===== src/rtl/assert_macros.svh =====
// assertion macros shared by the rtl files
// no dependencies; included by modules that carry assertions
`ifndef ASSERT_MACROS_SVH
`define ASSERT_MACROS_SVH
`ifndef SYNTHESIS
// same-cycle implication, checked outside reset
`define ASSERT_IMPLY(label, clk, rst, ante, cons) \
   label: assert property (@(posedge clk) disable iff (rst) (ante) |-> (cons)) \
      else $error("implication check failed");
// next-cycle implication, checked outside reset
`define ASSERT_NEXT(label, clk, rst, ante, cons) \
   label: assert property (@(posedge clk) disable iff (rst) (ante) |=> (cons)) \
      else $error("next-cycle check failed");
`else
`define ASSERT_IMPLY(label, clk, rst, ante, cons)
`define ASSERT_NEXT(label, clk, rst, ante, cons)
`endif
`endif


===== src/rtl/mdel_pkg.sv =====
// shared types and constants for the multichannel debounce core
// no dependencies
`timescale 1ns / 1ps

package mdel_pkg;

   // field widths
   localparam int LEVEL_WIDTH     = 32;
   localparam int FILTER_WIDTH    = 8;
   localparam int ACTIVE_WIDTH    = 6;
   localparam int CSR_INDEX_WIDTH = 1;
   localparam int CSR_DATA_WIDTH  = 8;

   // default channel count
   localparam int CHANNELS_DEFAULT = 32;

   // register reset values
   localparam logic [FILTER_WIDTH-1:0] FILTER_TIME_RESET     = 8'd10;
   localparam logic [ACTIVE_WIDTH-1:0] ACTIVE_CHANNELS_RESET = 6'd13;

   // register indexes
   localparam logic [CSR_INDEX_WIDTH-1:0] CSR_FILTER_TIME     = 1'd0;
   localparam logic [CSR_INDEX_WIDTH-1:0] CSR_ACTIVE_CHANNELS = 1'd1;

   // per-lane control for one word
   typedef struct packed {
      logic step;
      logic level;
      logic clr_rise;
      logic clr_fall;
   } lane_ctl_type;

   // per-lane status after the sample, before the clears
   typedef struct packed {
      logic stable;
      logic rise;
      logic fall;
   } lane_stat_type;

   // one result word
   typedef struct packed {
      logic [LEVEL_WIDTH-1:0] stable_levels;
      logic [LEVEL_WIDTH-1:0] rising_flags;
      logic [LEVEL_WIDTH-1:0] falling_flags;
   } rsp_word_type;

endpackage


===== src/rtl/mdel_lane.sv =====
// one debounce channel: disagree counter, stable bit, sticky edge flags
// depends on mdel_pkg
`timescale 1ns / 1ps

module mdel_lane (
   input  logic                                 clock,
   input  logic                                 reset,
   input  mdel_pkg::lane_ctl_type               ctl,
   input  logic [mdel_pkg::FILTER_WIDTH-1:0]    filter_time,
   output mdel_pkg::lane_stat_type              stat
);
   import mdel_pkg::*;

   logic [FILTER_WIDTH-1:0] count_ff, count_in;
   logic                    stable_ff, stable_in;
   logic                    rise_ff, rise_in;
   logic                    fall_ff, fall_in;

   logic                    disagree;
   logic [FILTER_WIDTH:0]   count_inc;
   logic                    flip;

   // threshold test on the incremented count
   always_comb begin
      disagree  = ctl.level != stable_ff;
      count_inc = {1'b0, count_ff} + {{FILTER_WIDTH{1'b0}}, 1'b1};
      flip      = ctl.step && disagree && (count_inc >= {1'b0, filter_time});
   end

   // next state and reported status
   always_comb begin
      count_in = count_ff;
      if (ctl.step) begin
         if (!disagree || flip) begin
            count_in = '0;
         end else begin
            count_in = count_inc[FILTER_WIDTH-1:0];
         end
      end
      stable_in   = stable_ff ^ flip;
      stat.stable = stable_in;
      stat.rise   = rise_ff | (flip & ctl.level);
      stat.fall   = fall_ff | (flip & ~ctl.level);
      rise_in     = stat.rise & ~ctl.clr_rise;
      fall_in     = stat.fall & ~ctl.clr_fall;
   end

   // lane state
   always_ff @(posedge clock) begin
      if (reset) begin
         count_ff  <= '0;
         stable_ff <= 1'b0;
         rise_ff   <= 1'b0;
         fall_ff   <= 1'b0;
      end else begin
         count_ff  <= count_in;
         stable_ff <= stable_in;
         rise_ff   <= rise_in;
         fall_ff   <= fall_in;
      end
   end

endmodule


===== src/rtl/mdel_rsp_buf.sv =====
// two-entry result buffer: output register plus skid register
// depends on mdel_pkg and assert_macros.svh
`timescale 1ns / 1ps
`include "assert_macros.svh"

module mdel_rsp_buf (
   input  logic                   clock,
   input  logic                   reset,
   input  logic                   push,
   input  mdel_pkg::rsp_word_type push_word,
   output logic                   full,
   output logic                   out_valid,
   input  logic                   out_stall,
   output mdel_pkg::rsp_word_type out_word
);
   import mdel_pkg::*;

   logic         out_valid_ff, out_valid_in;
   logic         skid_valid_ff, skid_valid_in;
   rsp_word_type out_word_ff, out_word_in;
   rsp_word_type skid_word_ff, skid_word_in;
   logic         pop;

   // fill and drain
   always_comb begin
      pop           = out_valid_ff && !out_stall;
      out_valid_in  = out_valid_ff;
      out_word_in   = out_word_ff;
      skid_valid_in = skid_valid_ff;
      skid_word_in  = skid_word_ff;
      if (!out_valid_ff || pop) begin
         out_valid_in  = skid_valid_ff || push;
         out_word_in   = skid_valid_ff ? skid_word_ff : push_word;
         skid_valid_in = skid_valid_ff && push;
         if (push) begin
            skid_word_in = push_word;
         end
      end else if (push) begin
         skid_valid_in = 1'b1;
         skid_word_in  = push_word;
      end
   end

   // occupancy
   always_ff @(posedge clock) begin
      if (reset) begin
         out_valid_ff  <= 1'b0;
         skid_valid_ff <= 1'b0;
      end else begin
         out_valid_ff  <= out_valid_in;
         skid_valid_ff <= skid_valid_in;
      end
   end

   // payload
   always_ff @(posedge clock) begin
      out_word_ff  <= out_word_in;
      skid_word_ff <= skid_word_in;
   end

   assign full      = skid_valid_ff;
   assign out_valid = out_valid_ff;
   assign out_word  = out_word_ff;

   // checks
   `ASSERT_IMPLY(a_skid_behind_out, clock, reset, skid_valid_ff, out_valid_ff)
   `ASSERT_IMPLY(a_no_push_when_full, clock, reset, push, !skid_valid_ff)
   `ASSERT_NEXT(a_held_push_to_skid, clock, reset, push && out_valid_ff && out_stall,
      skid_valid_ff)

endmodule


===== src/rtl/multichannel_debounce_edge_latch_core.sv =====
// top level of the multichannel debounce core with sticky edge flags
// depends on mdel_pkg, mdel_lane and mdel_rsp_buf
`timescale 1ns / 1ps

// Debounces up to CHANNELS level inputs, one sample word per cycle while
// req_stall is low. Each channel flips its stable level after filter_time
// consecutive disagreeing samples and latches a sticky rising or falling
// flag; each word returns the stable levels and flags after its sample, then
// clears the flags named in its clear masks. Every lane updates its counter
// and flags combinationally from its registered state, and the result enters
// a two-entry result buffer that keeps the input taking words while one
// result waits. Channels at or above active_channels are frozen but their
// flags still clear; output bits at or above CHANNELS read as zero.
// Configuration is written with csr_write_enable while the core is idle.

module multichannel_debounce_edge_latch_core #(
   parameter int CHANNELS = mdel_pkg::CHANNELS_DEFAULT
) (
   input  logic                                  clock,
   input  logic                                  reset,
   // configuration
   input  logic                                  csr_write_enable,
   input  logic [mdel_pkg::CSR_INDEX_WIDTH-1:0]  csr_index,
   input  logic [mdel_pkg::CSR_DATA_WIDTH-1:0]   csr_write_data,
   // sample words
   input  logic                                  req_valid,
   output logic                                  req_stall,
   input  logic                                  req_sample_valid,
   input  logic [mdel_pkg::LEVEL_WIDTH-1:0]      req_raw_levels,
   input  logic [mdel_pkg::LEVEL_WIDTH-1:0]      req_clear_rising_mask,
   input  logic [mdel_pkg::LEVEL_WIDTH-1:0]      req_clear_falling_mask,
   // result words
   output logic                                  rsp_valid,
   input  logic                                  rsp_stall,
   output logic [mdel_pkg::LEVEL_WIDTH-1:0]      rsp_stable_levels,
   output logic [mdel_pkg::LEVEL_WIDTH-1:0]      rsp_rising_flags,
   output logic [mdel_pkg::LEVEL_WIDTH-1:0]      rsp_falling_flags
);
   import mdel_pkg::*;

   logic [FILTER_WIDTH-1:0] filter_time_ff, filter_time_in;
   logic [ACTIVE_WIDTH-1:0] active_channels_ff, active_channels_in;

   logic          accept;
   logic          buf_full;
   rsp_word_type  push_word;
   rsp_word_type  out_word;

   // register decode
   always_comb begin
      filter_time_in     = filter_time_ff;
      active_channels_in = active_channels_ff;
      if (csr_write_enable) begin
         unique case (csr_index)
            CSR_FILTER_TIME: begin
               filter_time_in = csr_write_data[FILTER_WIDTH-1:0];
            end
            CSR_ACTIVE_CHANNELS: begin
               active_channels_in = csr_write_data[ACTIVE_WIDTH-1:0];
            end
            default: begin
               filter_time_in = filter_time_ff;
            end
         endcase
      end
   end

   // configuration registers
   always_ff @(posedge clock) begin
      if (reset) begin
         filter_time_ff     <= FILTER_TIME_RESET;
         active_channels_ff <= ACTIVE_CHANNELS_RESET;
      end else begin
         filter_time_ff     <= filter_time_in;
         active_channels_ff <= active_channels_in;
      end
   end

   // input handshake
   assign req_stall = buf_full;
   assign accept    = req_valid && !buf_full;

   // debounce lanes, unused high bits read as zero
   for (genvar i = 0; i < LEVEL_WIDTH; i++) begin : g_bit
      if (i < CHANNELS) begin : g_lane
         lane_ctl_type  ctl;
         lane_stat_type stat;

         always_comb begin
            ctl.step     = accept && req_sample_valid
                           && (ACTIVE_WIDTH'(i) < active_channels_ff);
            ctl.level    = req_raw_levels[i];
            ctl.clr_rise = accept && req_clear_rising_mask[i];
            ctl.clr_fall = accept && req_clear_falling_mask[i];
         end

         mdel_lane u_lane (
            .clock       (clock),
            .reset       (reset),
            .ctl         (ctl),
            .filter_time (filter_time_ff),
            .stat        (stat)
         );

         assign push_word.stable_levels[i] = stat.stable;
         assign push_word.rising_flags[i]  = stat.rise;
         assign push_word.falling_flags[i] = stat.fall;
      end else begin : g_pad
         assign push_word.stable_levels[i] = 1'b0;
         assign push_word.rising_flags[i]  = 1'b0;
         assign push_word.falling_flags[i] = 1'b0;
      end
   end

   // result buffer
   mdel_rsp_buf u_rsp_buf (
      .clock     (clock),
      .reset     (reset),
      .push      (accept),
      .push_word (push_word),
      .full      (buf_full),
      .out_valid (rsp_valid),
      .out_stall (rsp_stall),
      .out_word  (out_word)
   );

   assign rsp_stable_levels = out_word.stable_levels;
   assign rsp_rising_flags  = out_word.rising_flags;
   assign rsp_falling_flags = out_word.falling_flags;

endmodule


===== config.mk =====
export PLATFORM = sky130hd
export DESIGN_NAME = multichannel_debounce_edge_latch_core
export DESIGN_NICKNAME = d
export VERILOG_FILES = /design/src/rtl/mdel_pkg.sv /design/src/rtl/mdel_lane.sv /design/src/rtl/mdel_rsp_buf.sv /design/src/rtl/multichannel_debounce_edge_latch_core.sv
export VERILOG_INCLUDE_DIRS = /design/src /design/src/rtl
export SDC_FILE = /design/constraint.sdc
export NUM_CORES = 1
export LEC_CHECK = 0
export ABC_AREA = 1
export BUFFER_PORTS_ARGS = -buffer_cell sky130_fd_sc_hd__buf_4
export CELL_PAD_IN_SITES_DETAIL_PLACEMENT = 1
export CELL_PAD_IN_SITES_GLOBAL_PLACEMENT = 1
export CORE_MARGIN = 4
export CORE_UTILIZATION = 50
export CTS_CLUSTER_SIZE = 8
export DETAILED_ROUTE_END_ITERATION = 16
export PLACE_DENSITY_LB_ADDON = 0.12
export SETUP_SLACK_MARGIN = 0.05
export SLEW_MARGIN = 40
export SYNTH_ARGS = -nofsm -noshare
export SYNTH_HDL_FRONTEND = slang
export SYNTH_SLANG_ARGS = --single-unit

===== constraint.sdc =====
create_clock -name clock -period 13.08 [get_ports clock]
set_input_delay 3.27 -clock clock [delete_from_list [all_inputs] [get_ports clock]]
set_output_delay 3.27 -clock clock [all_outputs]
set_load 0.02 [all_outputs]

==> results of run 1 <==
-- cell type report --
type | count | area [um2] | area share
Inverter | 418 | 1590 | 0.0436
Tap cell | 846 | 1060 | 0.0290
Multi-Input combinational cell | 2938 | 16700 | 0.457
Clock buffer | 139 | 2270 | 0.0621
Sequential cell | 560 | 13100 | 0.360
Timing Repair Buffer | 228 | 1760 | 0.0482
-- flip-flops by register name (all words and copies together) (netlist names) --
register / cells
filter_time_ff: 8
g_bit.g_lane.u_lane.fall_ff: 32
g_bit.g_lane.u_lane.count_ff: 256
g_bit.g_lane.u_lane.rise_ff: 32
u_rsp_buf.skid_word_ff: 96
u_rsp_buf.out_valid: 1
active_channels_ff: 6
g_bit.g_lane.u_lane.stable_ff: 32
u_rsp_buf.full: 1
u_rsp_buf.out_word: 96
-- kinds of logic (layout without fill, tap and decap cells) --
| logic type | count (synthesis) | after routing | synth area share |
|---|---|---|---|
| AOI/OAI and AO/OA | 515 | 515 | 0.0846 |
| buffers and inverters | 518 | 785 | 0.0648 |
| adders and majority gates | 288 | 288 | 0.113 |
| DFF | 560 | 560 | 0.413 |
| xor gates and xnor gates | 223 | 223 | 0.0614 |
| and+or+nand+nor | 1912 | 1912 | 0.263 |
-- power groups by stage --
stage / Clock, W / Combinational, W / Sequential, W
2_1_floorplan: 0 / 0.000179 / 0.00191
3_3_place_gp: 0 / 0.000331 / 0.00189
4_1_cts: 0.00196 / 0.000347 / 0.00186
5_1_grt: 0.00204 / 0.000383 / 0.00186
3_5_place_dp: 0 / 0.000343 / 0.00189
6_report: 0.00193 / 0.000346 / 0.00186
-- stage by stage --
stage	setup slack (ps)	hold slack, ps	instances	area [um2]	utilization
2_1_floorplan	6360	431	4016	31800	-
5_1_grt	7610	463	5129	36500	0.579
4_1_cts	7740	454	5128	36400	0.578
3_3_place_gp	7260	438	4988	34100	0.542
6_report	7830	452	5129	36500	0.579
3_5_place_dp	7120	445	4989	34100	0.542
-- worst max path at each step --
| stage | from | end | slack, ps | depth (start not counted) |
|---|---|---|---|---|
| 2_1_floorplan | req_valid | u_rsp_buf.skid_word_ff[0] | 6360 | 3 |
| 3_3_place_gp | req_valid | u_rsp_buf.skid_word_ff[78] | 7260 | 5 |
| 3_5_place_dp | req_valid | g_bit[9].g_lane.u_lane.rise_ff | 7120 | 8 |
| 4_1_cts | req_valid | g_bit[19].g_lane.u_lane.rise_ff | 7740 | 8 |
| 5_1_grt | req_valid | u_rsp_buf.out_word[37] | 7610 | 11 |
| 6_report | req_valid | u_rsp_buf.out_word[36] | 7830 | 11 |
-- tightest hold or removal path: stages, from the launching register on --
cell,delay [ps]
dfxtp_1,290
inv_1,60
a21oi_1,60
-- routing by layer --
metal  up-vias  routed length, um  track usage
li1      13850                  -            -
met1     13837              41700        0.346
met2       436              46500        0.488
met3       167               3190       0.0326
met4         0               2460       0.0869
met5         -                  0            0
-- cell usage in the layout (no fill, tap or decap), types with 4 or more instances in the layout --
master / n
inv_2: 16
nand3_1: 228
a31oi_1: 24
a21oi_1: 424
a31oi_2: 7
nand2_1: 1272
nor2_1: 110
nand4_1: 213
buf_4: 221
nand2_4: 5
xor2_1: 136
o21ai_2: 10
xnor2_1: 87
clkbuf_1: 57
o21ai_0: 40
inv_1: 397
nand3_2: 14
nor2_2: 21
ha_1: 288
clkbuf_16: 82
buf_6: 4
nor2_4: 6
o211ai_1: 4
dfxtp_1: 366
nand2_2: 15
edfxtp_1: 192
nand3b_1: 22
==> results.sh, run 1 <==
export IMPL_layout_drive_gt1_share=0.0974
export IMPL_first_pass_iters=5
export IMPL_hold_viol=0
export IMPL_layout_nets=4625
export IMPL_grt_pass1_wl_um=152000
export IMPL_cp_data_required_time_ps=13550
export IMPL_cts_htree_levels=3
export IMPL_cts_root_buf="clkbuf_16"
export IMPL_setup_violations_final=0
export IMPL_antenna_cells=0
export IMPL_synth_area_top_cells="dfxtp_1, edfxtp_1, nand2_1"
export IMPL_dieArea_um2=67700
export IMPL_synth_edf_count=192
export IMPL_ios=209
export IMPL_critPathCaptureType="flop"
export IMPL_gr_total_overflow=0
export IMPL_layout_min_cycle_time_ps=5250
export IMPL_synth_area_um2=31800
export IMPL_slowest_stage="nor2_1"
export IMPL_async_flop_share=0
export IMPL_cts_sinks=560
export IMPL_ys_seq_area_frac=0.413
export IMPL_leakage_nw=17.0
export IMPL_place_gp_congestion=0.820
export IMPL_ir_drop_uv=82.1
export IMPL_setup_tns_ps=0
export IMPL_insertion_delay_ps=610
export IMPL_antenna_found_initial=0
export IMPL_start_kind="input pin"
export IMPL_p_comb_frac=0.084
export IMPL_hpwl_um=61800
export IMPL_cp_buffers_inverters=2
export IMPL_r2r_slack_ps=9910
export IMPL_yosysMostFrequentCell="nand2_1"
export IMPL_drtIter0Drc=1461
export IMPL_r2r_end="u_rsp_buf.out_word[36]"
export IMPL_cts_resized=0
export IMPL_first_global_vias=29585
export IMPL_wl_um=93800
export IMPL_critical_path_top_delay_family="simple AND/OR/NAND/NOR gates"
export IMPL_synth_cells=4016
export IMPL_slew_headroom=0.406
export IMPL_worst_endpoint_arrival_ps=5720
export IMPL_intPower_w=0.00310
export IMPL_p_sw_w=0.00103
export IMPL_path_max_fanout=49
export IMPL_ff2ff_path_depth=11
export IMPL_min_delay_start="g_bit[13].g_lane.u_lane.fall_ff"
export IMPL_worst_slew_pin_slew_ps=891
export IMPL_path_class="in -> reg"
export IMPL_start_util=0.505
export IMPL_skew_ps=13.4
export IMPL_drv_cap=0
export IMPL_synth_flop_cell="dfxtp_1"
export IMPL_cpMostUsedCell="nand2_1"
export IMPL_ys_seq_elements=560
export IMPL_synth_cell_types=38
export IMPL_hold_buffers=0
export IMPL_hold_end="g_bit[13].g_lane.u_lane.fall_ff"
export IMPL_num_rows=92
export IMPL_core_um2=63000
export IMPL_rsz0062_at_grt="no"
export IMPL_drcViolationCount=0
export IMPL_vias=28290
export IMPL_final_period_utilization=0.402
export IMPL_viasPerCell=5.52
export IMPL_synthToLayoutAreaGrowth_pct=14.7
export IMPL_cts_buffer_depth=3
export IMPL_synth_top_area_cell="dfxtp_1"
export IMPL_grt_max_degree=98
export IMPL_powerDensity_nw_per_um2=113
export IMPL_whs_path_depth=2
export IMPL_p_total_w=0.00413
export IMPL_die_h_um=260
export IMPL_yosysTopAreaCellShare=0.232
export IMPL_slew_viol_final=0
export IMPL_pwr_share_seq=0.450
export IMPL_fill_cells=7835
export IMPL_path_cells="buf_4, nand2_4, inv_6, nand2_4, nor2_4, a21oi_2, nor2_1, nand3_1, nand2_1, nand2_1, nand2_1"
export IMPL_yosys_warnings=0
export IMPL_cpPeakStageDelay_ps=670
export IMPL_clk_pin_slew_worst_paths_ps=50
export IMPL_synth_commonest_cells="nand2_1, a21oi_1, inv_1, dfxtp_1, ha_1"
export IMPL_status="finished, final reports clean"
export IMPL_routedWlPerCell_um=18.3
export IMPL_power_frac_clock=0.466
export IMPL_hp_class="reg -> reg"
export IMPL_fmax_mhz=190
export IMPL_swShare=0.249
export IMPL_antenna_left=0
export IMPL_synth_area_per_cell_um2=7.92
export IMPL_die_w_um=260
export IMPL_cts_buffers_inserted=80
export IMPL_track_usage=0.274
export IMPL_rr_startpoint="u_rsp_buf.full"
export IMPL_post_cts_buffers=0
export IMPL_io_buffer_count=208
export IMPL_cts_tree="yes"
export IMPL_syn_nets=4415
No activity file was read; power rests on OpenSTA's default activity.
==> run 2: changes to the inputs <==
--- a/config.mk
+++ b/config.mk
@@ -11,7 +11,7 @@
 export CELL_PAD_IN_SITES_DETAIL_PLACEMENT = 1
 export CELL_PAD_IN_SITES_GLOBAL_PLACEMENT = 1
 export CORE_MARGIN = 4
-export CORE_UTILIZATION = 50
+export CORE_UTILIZATION = 42
 export CTS_CLUSTER_SIZE = 8
 export DETAILED_ROUTE_END_ITERATION = 16
 export PLACE_DENSITY_LB_ADDON = 0.12
==> constraint.sdc (replaced) <==
create_clock -name clock -period 4.6 [get_ports clock]
set_input_delay 1.15 -clock clock [delete_from_list [all_inputs] [get_ports clock]]
set_output_delay 1.15 -clock clock [all_outputs]
set_load 0.02 [all_outputs]
==> run 2 against run 1 <==
Clock power increased to 2.9 times the previous value. Critical path depth up 4. Die area grew 18%. Sequential cell count is the same. Core utilization fell by 8.7 points. Register-to-register slack got worse by 8300 ps. Clock skew grew 9.0 ps. Final cell count up 2.7%. Worst setup slack lost 6300 ps. Sequential power rose to 2.8 times the previous value. Largest power group unchanged.
==> results.sh, run 2 (synthesis gave the netlist of run 1 again) <==
export IMPL_status="finished, final reports clean"
export IMPL_drtIter0Drc=1227
export IMPL_antenna_left=0
export IMPL_regMostFlops="g_bit.g_lane.u_lane.count_ff"
export IMPL_ios=209
export IMPL_path_class="reg -> reg"
export IMPL_dieArea_um2=80200
export IMPL_hp_class="reg -> reg"
export IMPL_io_buffer_count=208
export IMPL_layout_commonest_cell="nand2_1"
export IMPL_hpwl_um=63400
export IMPL_path_max_fanout=21
export IMPL_post_cts_buffers=0
export IMPL_finalWorstSetupSlack_ps=1570
export IMPL_hold_viol=0
export IMPL_intPower_w=0.00889
export IMPL_first_global_vias=28206
export IMPL_worst_endpoint_arrival_ps=3390
export IMPL_cts_sinks=560
export IMPL_critPathCaptureType="flop"
export IMPL_cts_tree="yes"
export IMPL_layout_min_cycle_time_ps=3030
export IMPL_setup_tns_ps=0
export IMPL_power_frac_clock=0.472
export IMPL_fill_cells=9105
export IMPL_routedWlPerCell_um=17.5
export IMPL_antenna_cells=0
export IMPL_mostFrequentLayoutCells="nand2_1, a21oi_1, inv_1"
export IMPL_die_w_um=283
export IMPL_p_sw_w=0.00299
export IMPL_track_usage=0.225
export IMPL_swShare=0.251
export IMPL_layout_nets=4633
export IMPL_place_gp_congestion=0.801
export IMPL_cts_buffer_depth=3
export IMPL_die_h_um=283
export IMPL_gr_total_overflow=0
export IMPL_synthToLayoutAreaGrowth_pct=15.7
export IMPL_skew_ps=22.5
export IMPL_largest_reg_flops=256
export IMPL_slew_viol_final=0
export IMPL_cp_data_required_time_ps=4960
export IMPL_cts_resized=0
export IMPL_setup_violations_final=0
export IMPL_cts_root_buf="clkbuf_16"
export IMPL_dpl_worst_slack_ps=937
export IMPL_rsz0062_at_grt="no"
export IMPL_post_route_util=0.492
export IMPL_p_comb_frac=0.083
export IMPL_start_kind="flop"
export IMPL_cts_htree_levels=3
export IMPL_final_period_utilization=0.658
export IMPL_first_pass_iters=7
export IMPL_clk_pin_slew_worst_paths_ps=50
export IMPL_grt_max_degree=85
export IMPL_slew_headroom=0.438
export IMPL_pwr_share_seq=0.445
export IMPL_core_um2=74700
export IMPL_start_util=0.426
export IMPL_p_total_w=0.0119
export IMPL_ir_drop_uv=257
export IMPL_drv_cap=0
export IMPL_insertion_delay_ps=620
export IMPL_hold_buffers=0
export IMPL_drcViolationCount=0
export IMPL_leakage_nw=17.1
export IMPL_fmax_mhz=330
export IMPL_vias=27662
export IMPL_wl_um=92200
export IMPL_powerDensity_nw_per_um2=323
export IMPL_viasPerCell=5.25
export IMPL_antenna_found_initial=1
export IMPL_layout_drive_gt1_share=0.100
export IMPL_worst_slew_pin_slew_ps=842
export IMPL_cts_buffers_inserted=80
export IMPL_grt_pass1_wl_um=149000
export IMPL_num_rows=100
run 2: cell types whose count changed in the layout (fill, tap and decap cells not counted), moves of 2 or more:
cell     previous run  this run
buf_12              2         4
buf_4             221       229
buf_6               4         2
a31oi_1            24        22
a31oi_2             7         9
inv_6               2         5
run 2: power groups by stage:
stage / sequential (W) / combinational (W) / clock, W
final: 0.00528 / 0.000985 / 0.00561
after global routing: 0.00529 / 0.00110 / 0.00600
after CTS: 0.00528 / 0.00100 / 0.00578
after detailed placement: 0.00538 / 0.000999 / 0
after global placement: 0.00538 / 0.000974 / 0
after floorplan: 0.00543 / 0.000509 / 0
run 2: final timing paths:
kind                                    from                              end  slack, ps  depth (start not counted)
max                        filter_time_ff[1]           u_rsp_buf.out_word[58]       1570                         15
min          g_bit[29].g_lane.u_lane.rise_ff  g_bit[29].g_lane.u_lane.rise_ff        450                          2
max reg2reg                filter_time_ff[1]           u_rsp_buf.out_word[58]       1570                         15
min reg2reg  g_bit[29].g_lane.u_lane.rise_ff  g_bit[29].g_lane.u_lane.rise_ff        450                          2
run 2: cell type report:
| type | count | area [um2] | share of cell area |
|---|---|---|---|
| multi-input cells | 2938 | 16700 | 0.453 |
| flip-flops and latches | 560 | 13100 | 0.357 |
| clock buffers | 141 | 2300 | 0.0627 |
| repair buffers | 236 | 1840 | 0.0499 |
| inverters | 418 | 1590 | 0.0432 |
| well taps | 969 | 1210 | 0.0330 |
| clock inverters | 3 | 26.3 | 0.000714 |
run 2: metal layers:
layer | track usage | up-vias | part of all wire
met5 | 0 | - | 0
li1 | - | 13873 | -
met2 | 0.380 | 375 | 0.47
met1 | 0.308 | 13313 | 0.48
met4 | 0.0437 | 0 | 0.015
met3 | 0.0330 | 101 | 0.035
run 2: metrics by stage:
| stage | instances | hold slack (ps) | area, um2 |
|---|---|---|---|
| after global placement | 5120 | 438 | 34400 |
| after CTS | 5265 | 454 | 36700 |
| after floorplan | 4016 | 431 | 31800 |
| final | 5265 | 449 | 36800 |
| after detailed placement | 5121 | 445 | 34400 |
| after global routing | 5265 | 461 | 36800 |
run 2: critical path, stage by stage, from the launching register on:
cell and delay [ps]:
dfxtp_1 300, inv_2 500, buf_4 390, ha_1 280
nand2_1 70, nor2_1 40, nand2_1 60, nand3_1 70
nand2_1 70, nand2_1 50, nand2_1 260, nand2_1 220
nand3_1 220, nand2_1 110, nand2_1 70, nand2_1 60
==> run 3: changes to the inputs <==
--- a/config.mk
+++ b/config.mk
@@ -6,12 +6,12 @@
 export SDC_FILE = /design/constraint.sdc
 export NUM_CORES = 1
 export LEC_CHECK = 0
-export ABC_AREA = 1
+export ABC_AREA = 0
 export BUFFER_PORTS_ARGS = -buffer_cell sky130_fd_sc_hd__buf_4
 export CELL_PAD_IN_SITES_DETAIL_PLACEMENT = 1
 export CELL_PAD_IN_SITES_GLOBAL_PLACEMENT = 1
 export CORE_MARGIN = 4
-export CORE_UTILIZATION = 42
+export CORE_UTILIZATION = 48
 export CTS_CLUSTER_SIZE = 8
 export DETAILED_ROUTE_END_ITERATION = 16
 export PLACE_DENSITY_LB_ADDON = 0.12
==> constraint.sdc (replaced) <==
create_clock -name clock -period 3.1 [get_ports clock]
set_input_delay 0.775 -clock clock [delete_from_list [all_inputs] [get_ports clock]]
set_output_delay 0.775 -clock clock [all_outputs]
set_load 0.02 [all_outputs]
==> run 3 against run 2 <==
Clock power increased by 50%. Clock-buffer cell count decreased by 3. Sequential power is 48% higher. Die area shrank 15%. Via count is 5.0% lower. Critical path depth down 2. Synthesized cell count is 22% lower. Area after synthesis is 3.5% lower. Sequential cell count stayed put. Power up 49%. Clock skew increased by 5.7 ps. Critical path type unchanged. Critical endpoint is now g_bit[12].g_lane.u_lane.count_ff[2].
==> results.sh, run 3 <==
export IMPL_status="finished, final reports clean"
export IMPL_synth_area_top_cells="dfxtp_1, edfxtp_1, ha_1"
export IMPL_worst_endpoint_arrival_ps=3570
export IMPL_cp_buffers_inverters=2
export IMPL_ios=209
export IMPL_hold_viol=0
export IMPL_synth_area_per_cell_um2=9.80
export IMPL_slowest_stage="dfxtp_2"
export IMPL_grt_pass1_wl_um=150000
export IMPL_track_usage=0.275
export IMPL_largest_reg_flops=256
export IMPL_skew_ps=28.2
export IMPL_start_util=0.486
export IMPL_cpPeakStageDelay_ps=360
export IMPL_setup_tns_ps=0
export IMPL_cts_sinks=560
export IMPL_synth_area_um2=30700
export IMPL_synth_cells=3131
export IMPL_viasPerCell=5.94
export IMPL_num_rows=92
export IMPL_powerDensity_nw_per_um2=462
export IMPL_dpl_instance_area_um2=34200
export IMPL_synth_edf_count=192
export IMPL_synth_commonest_cells="nand2_1, dfxtp_1, ha_1, edfxtp_1, nor2_1"
export IMPL_async_flop_share=0
export IMPL_slew_viol_final=0
export IMPL_seq_area_um2=13300
export IMPL_mostFrequentLayoutCells="nand2_1, buf_4, dfxtp_1"
export IMPL_drv_cap=0
export IMPL_core_um2=63200
export IMPL_path_class="reg -> reg"
export IMPL_antenna_found_initial=2
export IMPL_cpMostUsedCell="and3_1"
export IMPL_layout_nets=3915
export IMPL_path_max_fanout=6
export IMPL_rsz0062_at_grt="yes"
export IMPL_slew_headroom=0.460
export IMPL_critPathCaptureType="flop"
export IMPL_yosys_warnings=0
export IMPL_first_global_vias=28022
export IMPL_dieArea_um2=68100
export IMPL_synth_top_area_cell="dfxtp_1"
export IMPL_synthToLayoutAreaGrowth_pct=24.7
export IMPL_insertion_delay_ps=620
export IMPL_setup_violations_final=0
export IMPL_final_period_utilization=0.973
export IMPL_cts_htree_levels=3
export IMPL_start_kind="flop"
export IMPL_critical_path_top_delay_family="simple AND/OR/NAND/NOR gates"
export IMPL_place_gp_congestion=0.854
export IMPL_grt_max_degree=161
export IMPL_path_cells="buf_6, and3_1, nand3_2, nor2_4, xor2_2, ha_1, and3_1, a221o_1, a211oi_2, buf_4, nand2_1, nor3b_1, a21o_1"
export IMPL_fmax_mhz=331
export IMPL_regMostFlops="g_bit.g_lane.u_lane.count_ff"
export IMPL_cts_buffers_inserted=80
export IMPL_layout_min_cycle_time_ps=3020
export IMPL_yosysTopAreaCellShare=0.240
export IMPL_ys_seq_elements=560
export IMPL_syn_nets=3530
export IMPL_cts_root_buf="clkbuf_16"
export IMPL_leakage_nw=17.4
export IMPL_vias=26288
export IMPL_yosysMostFrequentCell="nand2_1"
export IMPL_synth_flop_cell="dfxtp_1"
export IMPL_hold_buffers=0
export IMPL_fin_area_um2=38300
export IMPL_multi_input_area_um2=18200
export IMPL_hpwl_um=65600
export IMPL_die_h_um=261
export IMPL_ir_drop_uv=544
export IMPL_hp_class="in -> reg"
export IMPL_drtIter0Drc=1518
export IMPL_synth_cell_types=87
export IMPL_worst_slew_pin_slew_ps=805
export IMPL_cts_tree="yes"
export IMPL_clk_pin_slew_worst_paths_ps=50
export IMPL_ys_seq_area_frac=0.428
export IMPL_io_buffer_count=208
export IMPL_drcViolationCount=0
export IMPL_die_w_um=261
export IMPL_antenna_left=0
export IMPL_layout_drive_gt1_share=0.253
export IMPL_cts_buffer_depth=3
export IMPL_p_total_w=0.0177
export IMPL_first_pass_iters=7
export IMPL_wl_um=99200
export IMPL_routedWlPerCell_um=22.4
export IMPL_fill_cells=6846
export IMPL_gr_total_overflow=0
export IMPL_cp_data_required_time_ps=3650
export IMPL_layout_commonest_cell="nand2_1"
run 3: what timing repair did:
action                                  4_1_cts  5_1_grt
gates cloned                                  0        0
setup buffers                                 6       34
resized for setup                            79      282
pin swaps                                    13       79
endpoints found under the setup margin       89      250
run 3: kinds of logic (layout without fill, tap and decap cells):
| group | count (synthesis) | in the layout | synth area share |
|---|---|---|---|
| adders and majority gates | 288 | 288 | 0.117 |
| buffers and inverters | 159 | 603 | 0.0207 |
| and+or+nand+nor | 1163 | 1163 | 0.189 |
| DFF | 560 | 560 | 0.428 |
| xor gates and xnor gates | 193 | 193 | 0.0551 |
| other | 0 | 2 | 0 |
| muxes | 84 | 84 | 0.0303 |
| AOI/OAI and AO/OA | 684 | 684 | 0.160 |
run 3: path summary, 6_finish.rpt:
check / to / start / slack [ps] / depth (start not counted)
worst min-delay path: g_bit[14].g_lane.u_lane.fall_ff / req_clear_falling_mask[14] / 360 / 2
worst min register to register: filter_time_ff[7] / filter_time_ff[7] / 470 / 2
worst max-delay path: g_bit[12].g_lane.u_lane.count_ff[2] / g_bit[12].g_lane.u_lane.count_ff[0] / 80 / 13
worst max register to register: g_bit[12].g_lane.u_lane.count_ff[2] / g_bit[12].g_lane.u_lane.count_ff[0] / 80 / 13
run 3: per-stage QoR:
step,setup WS (ps),hold WS (ps),utilization,cells
6_report,83.1,358,0.606,4423
5_1_grt,-44.4,344,0.606,4423
4_1_cts,51.0,326,0.583,4386
3_5_place_dp,-132,462,0.541,4239
3_3_place_gp,11.8,454,0.540,4239
2_1_floorplan,67.5,436,-,3131
run 3: per-layer routing:
metal  GRT usage  part of all wire  vias to the layer above
met5           0                 0                        -
met4       0.101             0.033                        0
met3      0.0461             0.043                      220
met2       0.487              0.50                      557
met1       0.338              0.42                    13257
li1            -                 -                    12254
run 3: cell type report:
type | count | share of cell area
multi-input combinational | 2412 | 0.477
sequential | 560 | 0.346
timing repair buffer | 386 | 0.0799
clock buffer | 138 | 0.0602
tap | 846 | 0.0277
inverter | 76 | 0.00765
clock inverter | 3 | 0.00144
antenna | 2 | 0.000131
run 3: power breakdown:
part,internal [W],switching [W],total (W)
clock,0.00508,0.00334,0.00842
combinational,0.000519,0.000909,0.00143
sequential,0.00774,0.0000855,0.00782
total,0.0133,0.00434,0.0177
